### config.mk
export PLATFORM = sky130hd
export DESIGN_NAME = strided_ring_index_generator
export DESIGN_NICKNAME = d
export VERILOG_FILES = /design/src/sv/srig_pkg.sv /design/src/sv/srig_front.sv /design/src/sv/srig_queue.sv /design/src/sv/srig_back.sv /design/src/sv/strided_ring_index_generator.sv
export SDC_FILE = /design/constraint.sdc
export NUM_CORES = 1
export LEC_CHECK = 0
export BUFFER_PORTS_ARGS = -buffer_cell sky130_fd_sc_hd__buf_2
export CORE_ASPECT_RATIO = 1.75
export CORE_MARGIN = 2
export CORE_UTILIZATION = 31
export DETAILED_ROUTE_END_ITERATION = 10
export SLEW_MARGIN = 10
export SYNTH_ARGS = -nofsm -noshare
export SYNTH_HDL_FRONTEND = slang
export SYNTH_SLANG_ARGS = --single-unit
### constraint.sdc
create_clock -name aclk -period 10.6 [get_ports aclk]
set_input_delay 2.12 -clock aclk [delete_from_list [all_inputs] [get_ports aclk]]
set_output_delay 2.12 -clock aclk [all_outputs]
set_load 0.03 [all_outputs]
### src/sv/srig_pkg.sv
package srig_pkg;

    // Element count limit for lengths and available counts
    localparam int MAX_ELEMENTS = 64;

    // Restoring divider: 7-bit dividend, one quotient bit per cycle
    localparam int DIV_W     = 7;
    localparam int DIV_STEPS = DIV_W;

    // Job queue between front and back (power of two)
    localparam int QUEUE_DEPTH = 2;

    // Configuration register indexes
    localparam logic [1:0] REG_SLICE_START = 2'd0;
    localparam logic [1:0] REG_SLICE_STEP  = 2'd1;
    localparam logic [1:0] REG_SLICE_END   = 2'd2;

    typedef struct packed {
        logic signed [7:0] slice_start;
        logic [6:0]        slice_step;
        logic signed [7:0] slice_end;
    } cfg_t;

    typedef struct packed {
        logic [DIV_W-1:0] rem;
        logic [DIV_W-1:0] quo;
    } div_state_t;

    typedef struct packed {
        logic [6:0] count;
        logic       empty;
        logic [5:0] dst0;
        logic [5:0] stepmod;
        logic [6:0] len;
    } job_t;

    // One restoring division step: shift in the next dividend bit, subtract if it fits
    function automatic div_state_t div_step(div_state_t x, logic [DIV_W-1:0] d);
        logic [DIV_W:0] t;
        div_state_t     y;
        t = {x.rem, x.quo[DIV_W-1]};
        if (t >= {1'b0, d}) begin
            y.rem = DIV_W'(t - {1'b0, d});
            y.quo = {x.quo[DIV_W-2:0], 1'b1};
        end else begin
            y.rem = t[DIV_W-1:0];
            y.quo = {x.quo[DIV_W-2:0], 1'b0};
        end
        return y;
    endfunction

endpackage

### src/sv/srig_front.sv
module srig_front
    import srig_pkg::*;
(
    input  logic       aclk,
    input  logic       aresetn,
    input  cfg_t       cfg,
    input  logic       s_valid,
    output logic       s_ready,
    input  logic [6:0] s_available,
    input  logic [6:0] s_array_length,
    input  logic [5:0] s_ring_offset,
    input  logic [6:0] s_request_count,
    output logic       job_valid,
    input  logic       job_ready,
    output job_t       job
);

    localparam logic [1:0] ST_IDLE = 2'd0;
    localparam logic [1:0] ST_DIV  = 2'd1;
    localparam logic [1:0] ST_PUSH = 2'd2;
    localparam logic [2:0] LAST_ITER = 3'(DIV_STEPS - 1);
    localparam logic [6:0] MAX_LEN   = 7'(MAX_ELEMENTS);

    logic [1:0]  state_reg;
    logic [2:0]  iter_reg;
    div_state_t  div_a_reg;
    div_state_t  div_b_reg;
    div_state_t  div_c_reg;
    logic        nonempty_reg;
    logic [6:0]  req_reg;
    logic [6:0]  len_reg;
    logic [6:0]  step_reg;

    logic              accept;
    logic [6:0]        avail;
    logic [6:0]        len_in;
    logic [6:0]        step_eff;
    logic signed [8:0] avail9;
    logic signed [8:0] s_ext;
    logic signed [8:0] e_ext;
    logic signed [8:0] s_raw;
    logic signed [8:0] s_pos;
    logic signed [8:0] s_cl;
    logic signed [8:0] e_raw;
    logic signed [8:0] e_pos;
    logic signed [8:0] e_cl;
    logic signed [8:0] diff9;
    logic              nonempty;
    logic [6:0]        s_val;
    logic [6:0]        sum_b;

    logic [6:0] n_sel;
    logic [6:0] cnt_req;
    logic [6:0] cnt_len;
    logic       unit_case;

    assign s_ready = (state_reg == ST_IDLE);
    assign accept  = s_valid && s_ready;

    // Saturate the incoming lengths and the configured step
    always_comb begin
        avail    = (s_available > MAX_LEN) ? MAX_LEN : s_available;
        len_in   = (s_array_length == 7'd0) ? 7'd1 :
                   ((s_array_length > MAX_LEN) ? MAX_LEN : s_array_length);
        step_eff = (cfg.slice_step == 7'd0) ? 7'd1 : cfg.slice_step;
    end

    // Resolve negative indexes and clamp start and end against the available count
    always_comb begin
        avail9 = signed'({2'b00, avail});
        s_ext  = signed'({cfg.slice_start[7], cfg.slice_start});
        e_ext  = signed'({cfg.slice_end[7], cfg.slice_end});
        s_raw  = cfg.slice_start[7] ? (avail9 + s_ext) : s_ext;
        s_pos  = (s_raw < 0) ? 9'sd0 : s_raw;
        s_cl   = (s_pos > avail9) ? avail9 : s_pos;
        e_raw  = cfg.slice_end[7] ? (avail9 + e_ext) : e_ext;
        e_pos  = (e_raw < 0) ? 9'sd0 : e_raw;
        e_cl   = (e_pos >= avail9) ? (avail9 - 9'sd1) : e_pos;
        nonempty = (e_cl >= s_cl);
        diff9  = e_cl - s_cl;
        s_val  = s_cl[6:0];
        sum_b  = {1'b0, s_ring_offset} + s_val;
    end

    // Control: accept, run the dividers, hand the job to the queue
    always_ff @(posedge aclk) begin
        if (!aresetn) begin
            state_reg <= ST_IDLE;
            iter_reg  <= 3'd0;
        end else begin
            unique case (state_reg)
                ST_IDLE: begin
                    if (accept) begin
                        state_reg <= ST_DIV;
                        iter_reg  <= 3'd0;
                    end
                end
                ST_DIV: begin
                    iter_reg <= iter_reg + 3'd1;
                    if (iter_reg == LAST_ITER) begin
                        state_reg <= ST_PUSH;
                    end
                end
                ST_PUSH: begin
                    if (job_ready) begin
                        state_reg <= ST_IDLE;
                    end
                end
                default: begin
                    state_reg <= ST_IDLE;
                end
            endcase
        end
    end

    // Datapath: load operands on accept, one quotient bit per cycle after that
    always_ff @(posedge aclk) begin
        if (accept) begin
            div_a_reg    <= '{rem: '0, quo: diff9[6:0]};
            div_b_reg    <= '{rem: '0, quo: sum_b};
            div_c_reg    <= '{rem: '0, quo: step_eff};
            nonempty_reg <= nonempty;
            req_reg      <= s_request_count;
            len_reg      <= len_in;
            step_reg     <= step_eff;
        end else if (state_reg == ST_DIV) begin
            div_a_reg <= div_step(div_a_reg, step_reg);
            div_b_reg <= div_step(div_b_reg, len_reg);
            div_c_reg <= div_step(div_c_reg, len_reg);
        end
    end

    // Build the job: selected count, limits, start index and wrapped stride
    always_comb begin
        n_sel     = nonempty_reg ? (div_a_reg.quo + 7'd1) : 7'd0;
        cnt_req   = (req_reg < n_sel) ? req_reg : n_sel;
        cnt_len   = ((step_reg == 7'd1) && (cnt_req > len_reg)) ? len_reg : cnt_req;
        unit_case = (step_reg == 7'd1) && (len_reg == 7'd1);
        job.len     = len_reg;
        job.stepmod = div_c_reg.rem[5:0];
        if (unit_case) begin
            job.count = 7'd1;
            job.empty = 1'b0;
            job.dst0  = 6'd0;
        end else begin
            job.count = cnt_len;
            job.empty = (cnt_len == 7'd0);
            job.dst0  = (cnt_len == 7'd0) ? 6'd0 : div_b_reg.rem[5:0];
        end
    end

    assign job_valid = (state_reg == ST_PUSH);

endmodule

### src/sv/srig_queue.sv
module srig_queue
    import srig_pkg::*;
(
    input  logic aclk,
    input  logic aresetn,
    input  logic wr_valid,
    output logic wr_ready,
    input  job_t wr_data,
    output logic rd_valid,
    input  logic rd_ready,
    output job_t rd_data
);

    localparam int PTR_W = (QUEUE_DEPTH > 1) ? $clog2(QUEUE_DEPTH) : 1;
    localparam int CNT_W = $clog2(QUEUE_DEPTH + 1);
    localparam logic [CNT_W-1:0] FULL_COUNT = CNT_W'(QUEUE_DEPTH);

    job_t             entry_reg [QUEUE_DEPTH];
    logic [PTR_W-1:0] wr_ptr_reg;
    logic [PTR_W-1:0] rd_ptr_reg;
    logic [CNT_W-1:0] count_reg;
    logic             push;
    logic             pop;

    assign wr_ready = (count_reg != FULL_COUNT);
    assign rd_valid = (count_reg != '0);
    assign rd_data  = entry_reg[rd_ptr_reg];
    assign push     = wr_valid && wr_ready;
    assign pop      = rd_valid && rd_ready;

    // Track pointers and fill level; pointers wrap naturally at the power-of-two depth
    always_ff @(posedge aclk) begin
        if (!aresetn) begin
            wr_ptr_reg <= '0;
            rd_ptr_reg <= '0;
            count_reg  <= '0;
        end else begin
            if (push) begin
                wr_ptr_reg <= wr_ptr_reg + 1'b1;
            end
            if (pop) begin
                rd_ptr_reg <= rd_ptr_reg + 1'b1;
            end
            if (push && !pop) begin
                count_reg <= count_reg + 1'b1;
            end else if (pop && !push) begin
                count_reg <= count_reg - 1'b1;
            end
        end
    end

    // Store the job
    always_ff @(posedge aclk) begin
        if (push) begin
            entry_reg[wr_ptr_reg] <= wr_data;
        end
    end

endmodule

### src/sv/srig_back.sv
module srig_back
    import srig_pkg::*;
(
    input  logic       aclk,
    input  logic       aresetn,
    input  logic       job_valid,
    output logic       job_ready,
    input  job_t       job,
    output logic       m_valid,
    input  logic       m_ready,
    output logic [5:0] m_source_index,
    output logic [5:0] m_dest_index,
    output logic       m_last,
    output logic       m_empty_res,
    output logic [6:0] m_transfer_count
);

    logic       busy_reg;
    job_t       job_reg;
    logic [5:0] idx_reg;
    logic [5:0] dst_reg;
    logic       m_valid_reg;
    logic [5:0] src_out_reg;
    logic [5:0] dst_out_reg;
    logic       last_out_reg;
    logic       empty_out_reg;
    logic [6:0] total_out_reg;

    logic       pop;
    logic       load_out;
    logic       is_last;
    logic [6:0] dst_sum;
    logic [5:0] dst_next;

    assign job_ready = !busy_reg;
    assign pop       = job_valid && job_ready;
    assign load_out  = busy_reg && (!m_valid_reg || m_ready);

    // Final element of the job, and the next ring position
    always_comb begin
        is_last  = job_reg.empty || (({1'b0, idx_reg} + 7'd1) == job_reg.count);
        dst_sum  = {1'b0, dst_reg} + {1'b0, job_reg.stepmod};
        dst_next = (dst_sum >= job_reg.len) ? 6'(dst_sum - job_reg.len) : dst_sum[5:0];
    end

    // Control: take a job when free, drop it after its last transaction is loaded
    always_ff @(posedge aclk) begin
        if (!aresetn) begin
            busy_reg    <= 1'b0;
            m_valid_reg <= 1'b0;
        end else begin
            if (pop) begin
                busy_reg <= 1'b1;
            end else if (load_out && is_last) begin
                busy_reg <= 1'b0;
            end
            if (load_out) begin
                m_valid_reg <= 1'b1;
            end else if (m_ready) begin
                m_valid_reg <= 1'b0;
            end
        end
    end

    // Walk source and destination indexes, fill the output register
    always_ff @(posedge aclk) begin
        if (pop) begin
            job_reg <= job;
            idx_reg <= 6'd0;
            dst_reg <= job.dst0;
        end else if (load_out) begin
            idx_reg <= idx_reg + 6'd1;
            dst_reg <= dst_next;
        end
        if (load_out) begin
            src_out_reg   <= idx_reg;
            dst_out_reg   <= dst_reg;
            last_out_reg  <= is_last;
            empty_out_reg <= job_reg.empty;
            total_out_reg <= job_reg.count;
        end
    end

    assign m_valid          = m_valid_reg;
    assign m_source_index   = src_out_reg;
    assign m_dest_index     = dst_out_reg;
    assign m_last           = last_out_reg;
    assign m_empty_res      = empty_out_reg;
    assign m_transfer_count = total_out_reg;

endmodule

### src/sv/strided_ring_index_generator.sv
// Flow: an accepted request runs the 7-step restoring divider in the front, and
// its job goes through the queue to the back; the front takes no new request
// until the current job is pushed, and the back emits one result per cycle while
// m_ready holds and takes a new job only once the last result of a job is loaded.
// Reset: synchronous, active low; clears the control state and loads the slice
// registers with start 0, step 1, end -1.
module strided_ring_index_generator
    import srig_pkg::*;
(
    input  logic       aclk,
    input  logic       aresetn,
    input  logic       cfg_valid,
    output logic       cfg_ready,
    input  logic [1:0] cfg_index,
    input  logic [7:0] cfg_data,
    input  logic       s_valid,
    output logic       s_ready,
    input  logic [6:0] s_available,
    input  logic [6:0] s_array_length,
    input  logic [5:0] s_ring_offset,
    input  logic [6:0] s_request_count,
    output logic       m_valid,
    input  logic       m_ready,
    output logic [5:0] m_source_index,
    output logic [5:0] m_dest_index,
    output logic       m_last,
    output logic       m_empty_res,
    output logic [6:0] m_transfer_count
);

    cfg_t cfg_reg;
    logic front_valid;
    logic front_ready;
    job_t front_job;
    logic back_valid;
    logic back_ready;
    job_t back_job;

    assign cfg_ready = 1'b1;

    // Slice registers
    always_ff @(posedge aclk) begin
        if (!aresetn) begin
            cfg_reg.slice_start <= 8'sd0;
            cfg_reg.slice_step  <= 7'd1;
            cfg_reg.slice_end   <= -8'sd1;
        end else if (cfg_valid && cfg_ready) begin
            unique case (cfg_index)
                REG_SLICE_START: cfg_reg.slice_start <= signed'(cfg_data);
                REG_SLICE_STEP:  cfg_reg.slice_step  <= cfg_data[6:0];
                REG_SLICE_END:   cfg_reg.slice_end   <= signed'(cfg_data);
                default: ;
            endcase
        end
    end

    srig_front u_front (
        .aclk            (aclk),
        .aresetn         (aresetn),
        .cfg             (cfg_reg),
        .s_valid         (s_valid),
        .s_ready         (s_ready),
        .s_available     (s_available),
        .s_array_length  (s_array_length),
        .s_ring_offset   (s_ring_offset),
        .s_request_count (s_request_count),
        .job_valid       (front_valid),
        .job_ready       (front_ready),
        .job             (front_job)
    );

    srig_queue u_queue (
        .aclk     (aclk),
        .aresetn  (aresetn),
        .wr_valid (front_valid),
        .wr_ready (front_ready),
        .wr_data  (front_job),
        .rd_valid (back_valid),
        .rd_ready (back_ready),
        .rd_data  (back_job)
    );

    srig_back u_back (
        .aclk             (aclk),
        .aresetn          (aresetn),
        .job_valid        (back_valid),
        .job_ready        (back_ready),
        .job              (back_job),
        .m_valid          (m_valid),
        .m_ready          (m_ready),
        .m_source_index   (m_source_index),
        .m_dest_index     (m_dest_index),
        .m_last           (m_last),
        .m_empty_res      (m_empty_res),
        .m_transfer_count (m_transfer_count)
    );

endmodule

==> impl_metrics.env, run 1 <==
export IMPL_post_cts_buffers=0
export IMPL_worstHoldStart="u_front.div_a_reg[13]$_SDFFE_PP0P_"
export IMPL_hold_end="u_front.div_a_reg[13]$_SDFFE_PP0P_"
export IMPL_die_w_um=151
export IMPL_regToRegEndpoint="u_front.div_a_reg[6]$_DFFE_PP_"
export IMPL_clk_latency_ns=0.52
export IMPL_end_kind="flip-flop"
export IMPL_grt_max_degree=46
export IMPL_synth_area_um2=11700
export IMPL_cts_resized=0
export IMPL_status="finished, final reports clean"
export IMPL_rrSetupSlack_ns=5.03
export IMPL_cts_buffers=22
export IMPL_die_h_um=260
export IMPL_clock_sinks=207
export IMPL_initial_core_util_pct=31.3
export IMPL_wl_mm=26.3
export IMPL_drc=0
export IMPL_antenna_cells=0
export IMPL_clk_pin_slew_ns=0.07
export IMPL_grt_pass1_wl_mm=42.5
export IMPL_fin_skew_ns=0.0226
export IMPL_io_pins=66
export IMPL_finalMaxSlewViolations=0
export IMPL_hold_path_depth=2
export IMPL_die_area_um2=39200
export IMPL_placementRows=94
export IMPL_async_reset_ff_share_pct=0
export IMPL_placed_cell_area_um2=12500
export IMPL_rsz0062_at_grt="no"
export IMPL_cp_start_kind="primary input"
export IMPL_largest_reg_flops=54
export IMPL_period_share_pct=70.5
export IMPL_postSynthAreaPerCell_um2=10.7
export IMPL_via_count=8117
export IMPL_cts_hold_buf=0
export IMPL_p_leak_nw=5.38
export IMPL_globalRouteOverflowTotal=0
export IMPL_finalCriticalPeriod_ns=7.48
export IMPL_gp_congestion=0.920
export IMPL_crit_fanout=12
export IMPL_hp_class="flip-flop to flip-flop"
export IMPL_synth_edf_count=145
export IMPL_crit_required_ns=10.84
export IMPL_htree_levels=1
export IMPL_dp_hpwl_mm=20.5
export IMPL_cp_slowest_cell="fa_1"
export IMPL_ys_types=65
export IMPL_grt_pass1_vias=8465
export IMPL_worstReg2RegStart="cfg_reg[0]$_SDFFE_PN1P_"
export IMPL_maxCapViolations=0
export IMPL_routedWlPerCell_um=15.9
export IMPL_fin_nets=1300
export IMPL_cts_buffer_depth=3
export IMPL_antenna_found_initial=0
export IMPL_fill_cells=3736
export IMPL_setup_violations_final=0
export IMPL_critical_path_arrival_ns=7.71
export IMPL_drt_initial_drc_count=317
export IMPL_ys_flop_type="edfxtp_1"
export IMPL_dr_pass1_iters=4
export IMPL_drtAntennaViolNets=0
export IMPL_final_area_um2=13300
export IMPL_worstRegToRegCells=25
export IMPL_cts_tree="built"
export IMPL_tns_ns=0
export IMPL_layout_drive_gt1_share_pct=14.3
export IMPL_hold_violations=0
export IMPL_viasPerCell=4.92
export IMPL_post_route_util_pct=35.6
export IMPL_fmax_mhz=134
export IMPL_cts_root_buf="clkbuf_16"
export IMPL_worst_pin_slew_ns=0.853
export IMPL_yosys_register_bits=207
export IMPL_peakVddDrop_v=0.0000847
export IMPL_synthCells=1089
export IMPL_p_per_area_nw_per_um2=259
export IMPL_io_buffers=64
export IMPL_syn_to_final_growth_pct=14.0
export IMPL_coreArea_um2=37300
export IMPL_ys_warn_count=0
export IMPL_yosysSeqAreaShare_pct=48.0
export IMPL_relSlewSlack_pct=43.1
export IMPL_groute_usage_overall_pct=13.7
export IMPL_crit_type="primary input to flip-flop"
export IMPL_critPathMaxStageDelay_ns=0.43
==> final cells by class <==
| class | count | area [um^2] | area share [%] |
|---|---|---|---|
| clock inverter | 9 | 106 | 0.801 |
| sequential | 207 | 5600 | 42.1 |
| inverter | 66 | 248 | 1.86 |
| tap | 480 | 601 | 4.52 |
| multi-input combinational | 779 | 5660 | 42.6 |
| timing repair buffer | 78 | 425 | 3.20 |
| clock buffer | 31 | 646 | 4.86 |
==> critical path, delay by kind of cell <==
kind / cells / cell delay [ns]
fa+ha+maj: 5 / 1.45
compound gates: 12 / 2.31
mux: 1 / 0.18
simple gates: 5 / 0.70
buf+inv: 5 / 0.78
xor+xnor: 1 / 0.15
==> cell usage after synthesis (3+ instances only) <==
library cell  count  area, um^2
o21a_1           16         120
ha_1             95        1190
nand4_1           6        37.5
or3_1             3        18.8
o21ai_0          79         395
and3_1            7        43.8
a41o_1            4        40.0
nor2b_1          46         288
a21o_1           23         173
nor4_1            3        18.8
nand2b_1          7        43.8
xor2_1           17         149
o22ai_1           6        37.5
clkbuf_1         30         113
a21boi_0          3        22.5
inv_1            65         244
mux2_2           36         405
o31ai_1           3        22.5
nand3b_1          4        30.0
or4b_2            3        30.0
a211oi_1         20         150
or2_2             3        18.8
nor3b_1           3        22.5
buf_1             3        11.3
o211ai_1          4        30.0
nand2_1          95         357
and2_1           16         100
fa_1              9         180
xnor2_1          32         280
nand3_1          41         205
dfxtp_1          62        1240
nor2_1           61         229
mux2i_1          36         360
nor3_1           17        85.1
edfxtp_1        145        4350
a21oi_1          44         220
o21bai_1          4        30.0
buf_2             4        20.0
a31oi_1           3        18.8
==> cells in the final DEF, fill, tap and decap left out, types with 6 or more instances in the layout <==
cell,n
nand3_1,41
ha_1,95
nand4_1,6
edfxtp_1,145
o22ai_1,6
nand2_1,95
o21ai_0,79
nor3_1,17
xor2_1,17
buf_2,64
and2_1,16
nor2b_1,45
xnor2_1,32
dfxtp_1,62
o21a_1,16
a21o_1,23
nor2_1,61
and3_1,7
a21oi_1,44
buf_4,14
fa_1,9
nand2b_1,7
clkbuf_16,24
inv_1,65
mux2i_1,36
a211oi_1,20
mux2_2,36
==> power by group <==
group          internal [mW]  switching [mW]  total, mW
Combinational          0.617           0.831       1.45
Clock                  0.477           0.314      0.791
Sequential              1.10           0.106       1.20
Total                   2.19            1.25       3.44
==> how the worst max path moves through the flow <==
stage / startpoint / end / slack [ns]
global placement: s_available[6] / u_front.div_a_reg[6]$_DFFE_PP_ / 2.72
floorplan: s_available[6] / u_front.div_a_reg[6]$_DFFE_PP_ / 3.44
global route: s_available[6] / u_front.div_a_reg[6]$_DFFE_PP_ / 2.60
CTS: s_available[6] / u_front.div_a_reg[6]$_DFFE_PP_ / 3.13
detailed placement: s_available[6] / u_front.div_a_reg[6]$_DFFE_PP_ / 2.58
finish: s_available[6] / u_front.div_a_reg[6]$_DFFE_PP_ / 3.12
==> per-stage QoR <==
| stage | total power [mW] | hold WS, ns | setup WS (ns) | instances |
|---|---|---|---|---|
| global route | 3.69 | 0.470 | 2.60 | 1650 |
| finish | 3.44 | 0.459 | 3.12 | 1650 |
| detailed placement | 2.68 | 0.445 | 2.58 | 1610 |
| floorplan | 2.29 | 0.426 | 3.44 | 1090 |
| global placement | 2.66 | 0.436 | 2.72 | 1610 |
| CTS | 3.49 | 0.461 | 3.13 | 1650 |
==> cells by family after synthesis <==
logic type	count (synthesis)	share of synthesized area, %
AOI/OAI and AO/OA	229	12.7
xor gates and xnor gates	49	3.68
adders and majority gates	104	11.7
buffers and inverters	104	3.43
DFF	207	48.0
muxes	72	6.57
other	1	0.0322
and+or+nand+nor	323	13.8
==> per-layer routing <==
metal	global-route usage, %	vias up	wire, um
met5	0	-	0
met4	6.47	0	1160
met3	1.38	62	710
met2	28.4	121	15300
met1	12.8	3867	9140
li1	-	4067	-
Power figures use the tool's default switching activity.
==> inputs of run 2 (changes only) <==
==> constraint.sdc (replaced) <==
create_clock -name aclk -period 7.3 [get_ports aclk]
set_input_delay 1.46 -clock aclk [delete_from_list [all_inputs] [get_ports aclk]]
set_output_delay 1.46 -clock aclk [all_outputs]
set_load 0.03 [all_outputs]
==> run 2 against run 1 <==
Effect of this change:
- sequential power is 45% higher
- final cell count about the same
- global-route usage decreased by 0.19 points
- combinational power increased by 46%
==> impl_metrics.env, run 2 (synthesis gave the netlist of run 1 again) <==
export IMPL_cts_resized=0
export IMPL_clk_latency_ns=0.51
export IMPL_cts_buffers=21
export IMPL_htree_levels=1
export IMPL_maxCapViolations=0
export IMPL_viasPerCell=4.93
export IMPL_worst_pin_slew_ns=0.832
export IMPL_io_buffers=64
export IMPL_crit_fanout=13
export IMPL_tns_ns=0
export IMPL_antenna_found_initial=0
export IMPL_routedWlPerCell_um=15.9
export IMPL_hp_class="flip-flop to flip-flop"
export IMPL_drt_initial_drc_count=362
export IMPL_peakVddDrop_v=0.000147
export IMPL_fin_ws_ns=0.651
export IMPL_layout_drive_gt1_share_pct=14.0
export IMPL_drtAntennaViolNets=0
export IMPL_fmax_mhz=150
export IMPL_cts_tree="built"
export IMPL_globalRouteOverflowTotal=0
export IMPL_fin_nets=1302
export IMPL_final_cell_mix="edfxtp_1 (145), nand2_1 (95), ha_1 (95)"
export IMPL_finalPower_mw=4.90
export IMPL_die_h_um=260
export IMPL_gp_congestion=0.903
export IMPL_coreArea_um2=37300
export IMPL_io_pins=66
export IMPL_use_met3_pct=1.31
export IMPL_antenna_cells=0
export IMPL_preCtsSetupSlack_ns=0.161
export IMPL_relSlewSlack_pct=44.3
export IMPL_pwr_share_seq_pct=35.6
export IMPL_cts_buffer_depth=3
export IMPL_critical_path_arrival_ns=6.88
export IMPL_initial_core_util_pct=31.3
export IMPL_p_comb_share_pct=43.2
export IMPL_power_share_switching_pct=36.9
export IMPL_p_per_area_nw_per_um2=371
export IMPL_met2_usage_pct=28.2
export IMPL_power_switching_mw=1.81
export IMPL_grt_pass1_wl_mm=41.7
export IMPL_p_clk_share_pct=21.2
export IMPL_placed_cell_area_um2=12600
export IMPL_final_area_um2=13200
export IMPL_cts_hold_buf=0
export IMPL_cp_start_kind="primary input"
export IMPL_rsz0062_at_grt="no"
export IMPL_intPower_mw=3.09
export IMPL_crit_type="primary input to flip-flop"
export IMPL_die_w_um=151
export IMPL_grt_busiest_layer="met2"
export IMPL_hold_violations=0
export IMPL_cts_root_buf="clkbuf_16"
export IMPL_dr_pass1_iters=4
export IMPL_crit_required_ns=7.53
export IMPL_post_cts_buffers=0
export IMPL_grtUsageMet1_pct=12.7
export IMPL_clk_pin_slew_ns=0.06
export IMPL_period_share_pct=91.1
export IMPL_clock_sinks=207
export IMPL_grt_pass1_vias=8258
export IMPL_fill_cells=3693
export IMPL_p_leak_nw=5.34
export IMPL_die_area_um2=39200
export IMPL_groute_usage_overall_pct=13.5
export IMPL_setup_violations_final=0
export IMPL_end_kind="flip-flop"
export IMPL_grt_max_degree=46
export IMPL_via_count=8134
export IMPL_drc=0
export IMPL_dp_hpwl_mm=20.6
export IMPL_wl_mm=26.3
export IMPL_finalMaxSlewViolations=0
export IMPL_status="finished, final reports clean"
export IMPL_fin_skew_ns=0.0156
export IMPL_placementRows=94
export IMPL_largest_reg_flops=54
export IMPL_finalCriticalPeriod_ns=6.65
export IMPL_final_common_cell="edfxtp_1"
export IMPL_syn_to_final_growth_pct=13.4
run 2: cell count changes in the layout (fill, tap and decap cells not counted), sizes merged:
cell	before	now
buf	78	81
clkinvlp	0	1
inv	66	67
clkinv	7	9
clkbuf	31	25
run 2: path summary, 6_finish.rpt:
kind	startpoint	end	slack, ns	depth (start not counted)
setup reg to reg	cfg_reg[0]$_SDFFE_PN1P_	u_front.div_a_reg[6]$_DFFE_PP_	1.70	24
hold reg to reg	u_front.div_a_reg[13]$_SDFFE_PP0P_	u_front.div_a_reg[13]$_SDFFE_PP0P_	0.46	2
hold / removal	u_front.div_a_reg[13]$_SDFFE_PP0P_	u_front.div_a_reg[13]$_SDFFE_PP0P_	0.46	2
setup / recovery	s_available[6]	u_front.div_a_reg[6]$_DFFE_PP_	0.65	27
run 2: layout make-up:
type	count	area, um^2	share of cell area (%)
multi-input combinational	779	5660	42.8
sequential	207	5600	42.3
tap	480	601	4.54
clock buffer	25	541	4.09
timing repair buffer	81	448	3.39
inverter	66	248	1.87
clock inverter	13	121	0.918
run 2: per-layer routing:
metal / up-vias / part of all wire (%)
met2: 140 / 59
met3: 43 / 2.7
li1: 4071 / -
met1: 3880 / 35
met5: - / 0
met4: 0 / 3.2
run 2: power by group through the flow:
stage          clock network, mW  registers, mW  logic, mW
2_1_floorplan                  0           1.78       1.55
3_3_place_gp                   0           1.77       2.09
3_5_place_dp                   0           1.77       2.13
4_1_cts                     1.07           1.75       2.14
5_1_grt                     1.11           1.78       2.38
6_report                    1.04           1.74       2.12
run 2: per-stage QoR:
step                      utilization [%]  hold slack [ns]  std cells
after global placement               33.7            0.437       1613
final                                35.4            0.463       1651
after global routing                 35.4            0.490       1651
after floorplan                         -            0.426       1090
after detailed placement             33.7            0.447       1613
after CTS                            35.4            0.462       1651
run 2: worst max-delay path, cell delays in order:
cell,delay (ns)
buf_2,0.10
buf_4,0.16
nor2b_1,0.41
inv_1,0.23
fa_1,0.47
nor2b_1,0.17
o2111ai_1,0.15
a21bo_2,0.26
and2_1,0.21
a211oi_1,0.31
ha_1,0.17
nand2_1,0.04
or2_2,0.28
o221a_2,0.27
o32ai_1,0.11
buf_4,0.24
nand2_1,0.06
o21ai_0,0.14
ha_1,0.20
inv_1,0.06
fa_1,0.40
a21o_1,0.20
a21oi_1,0.23
o21bai_1,0.10
a21oi_1,0.17
xor2_1,0.17
o21ai_0,0.09
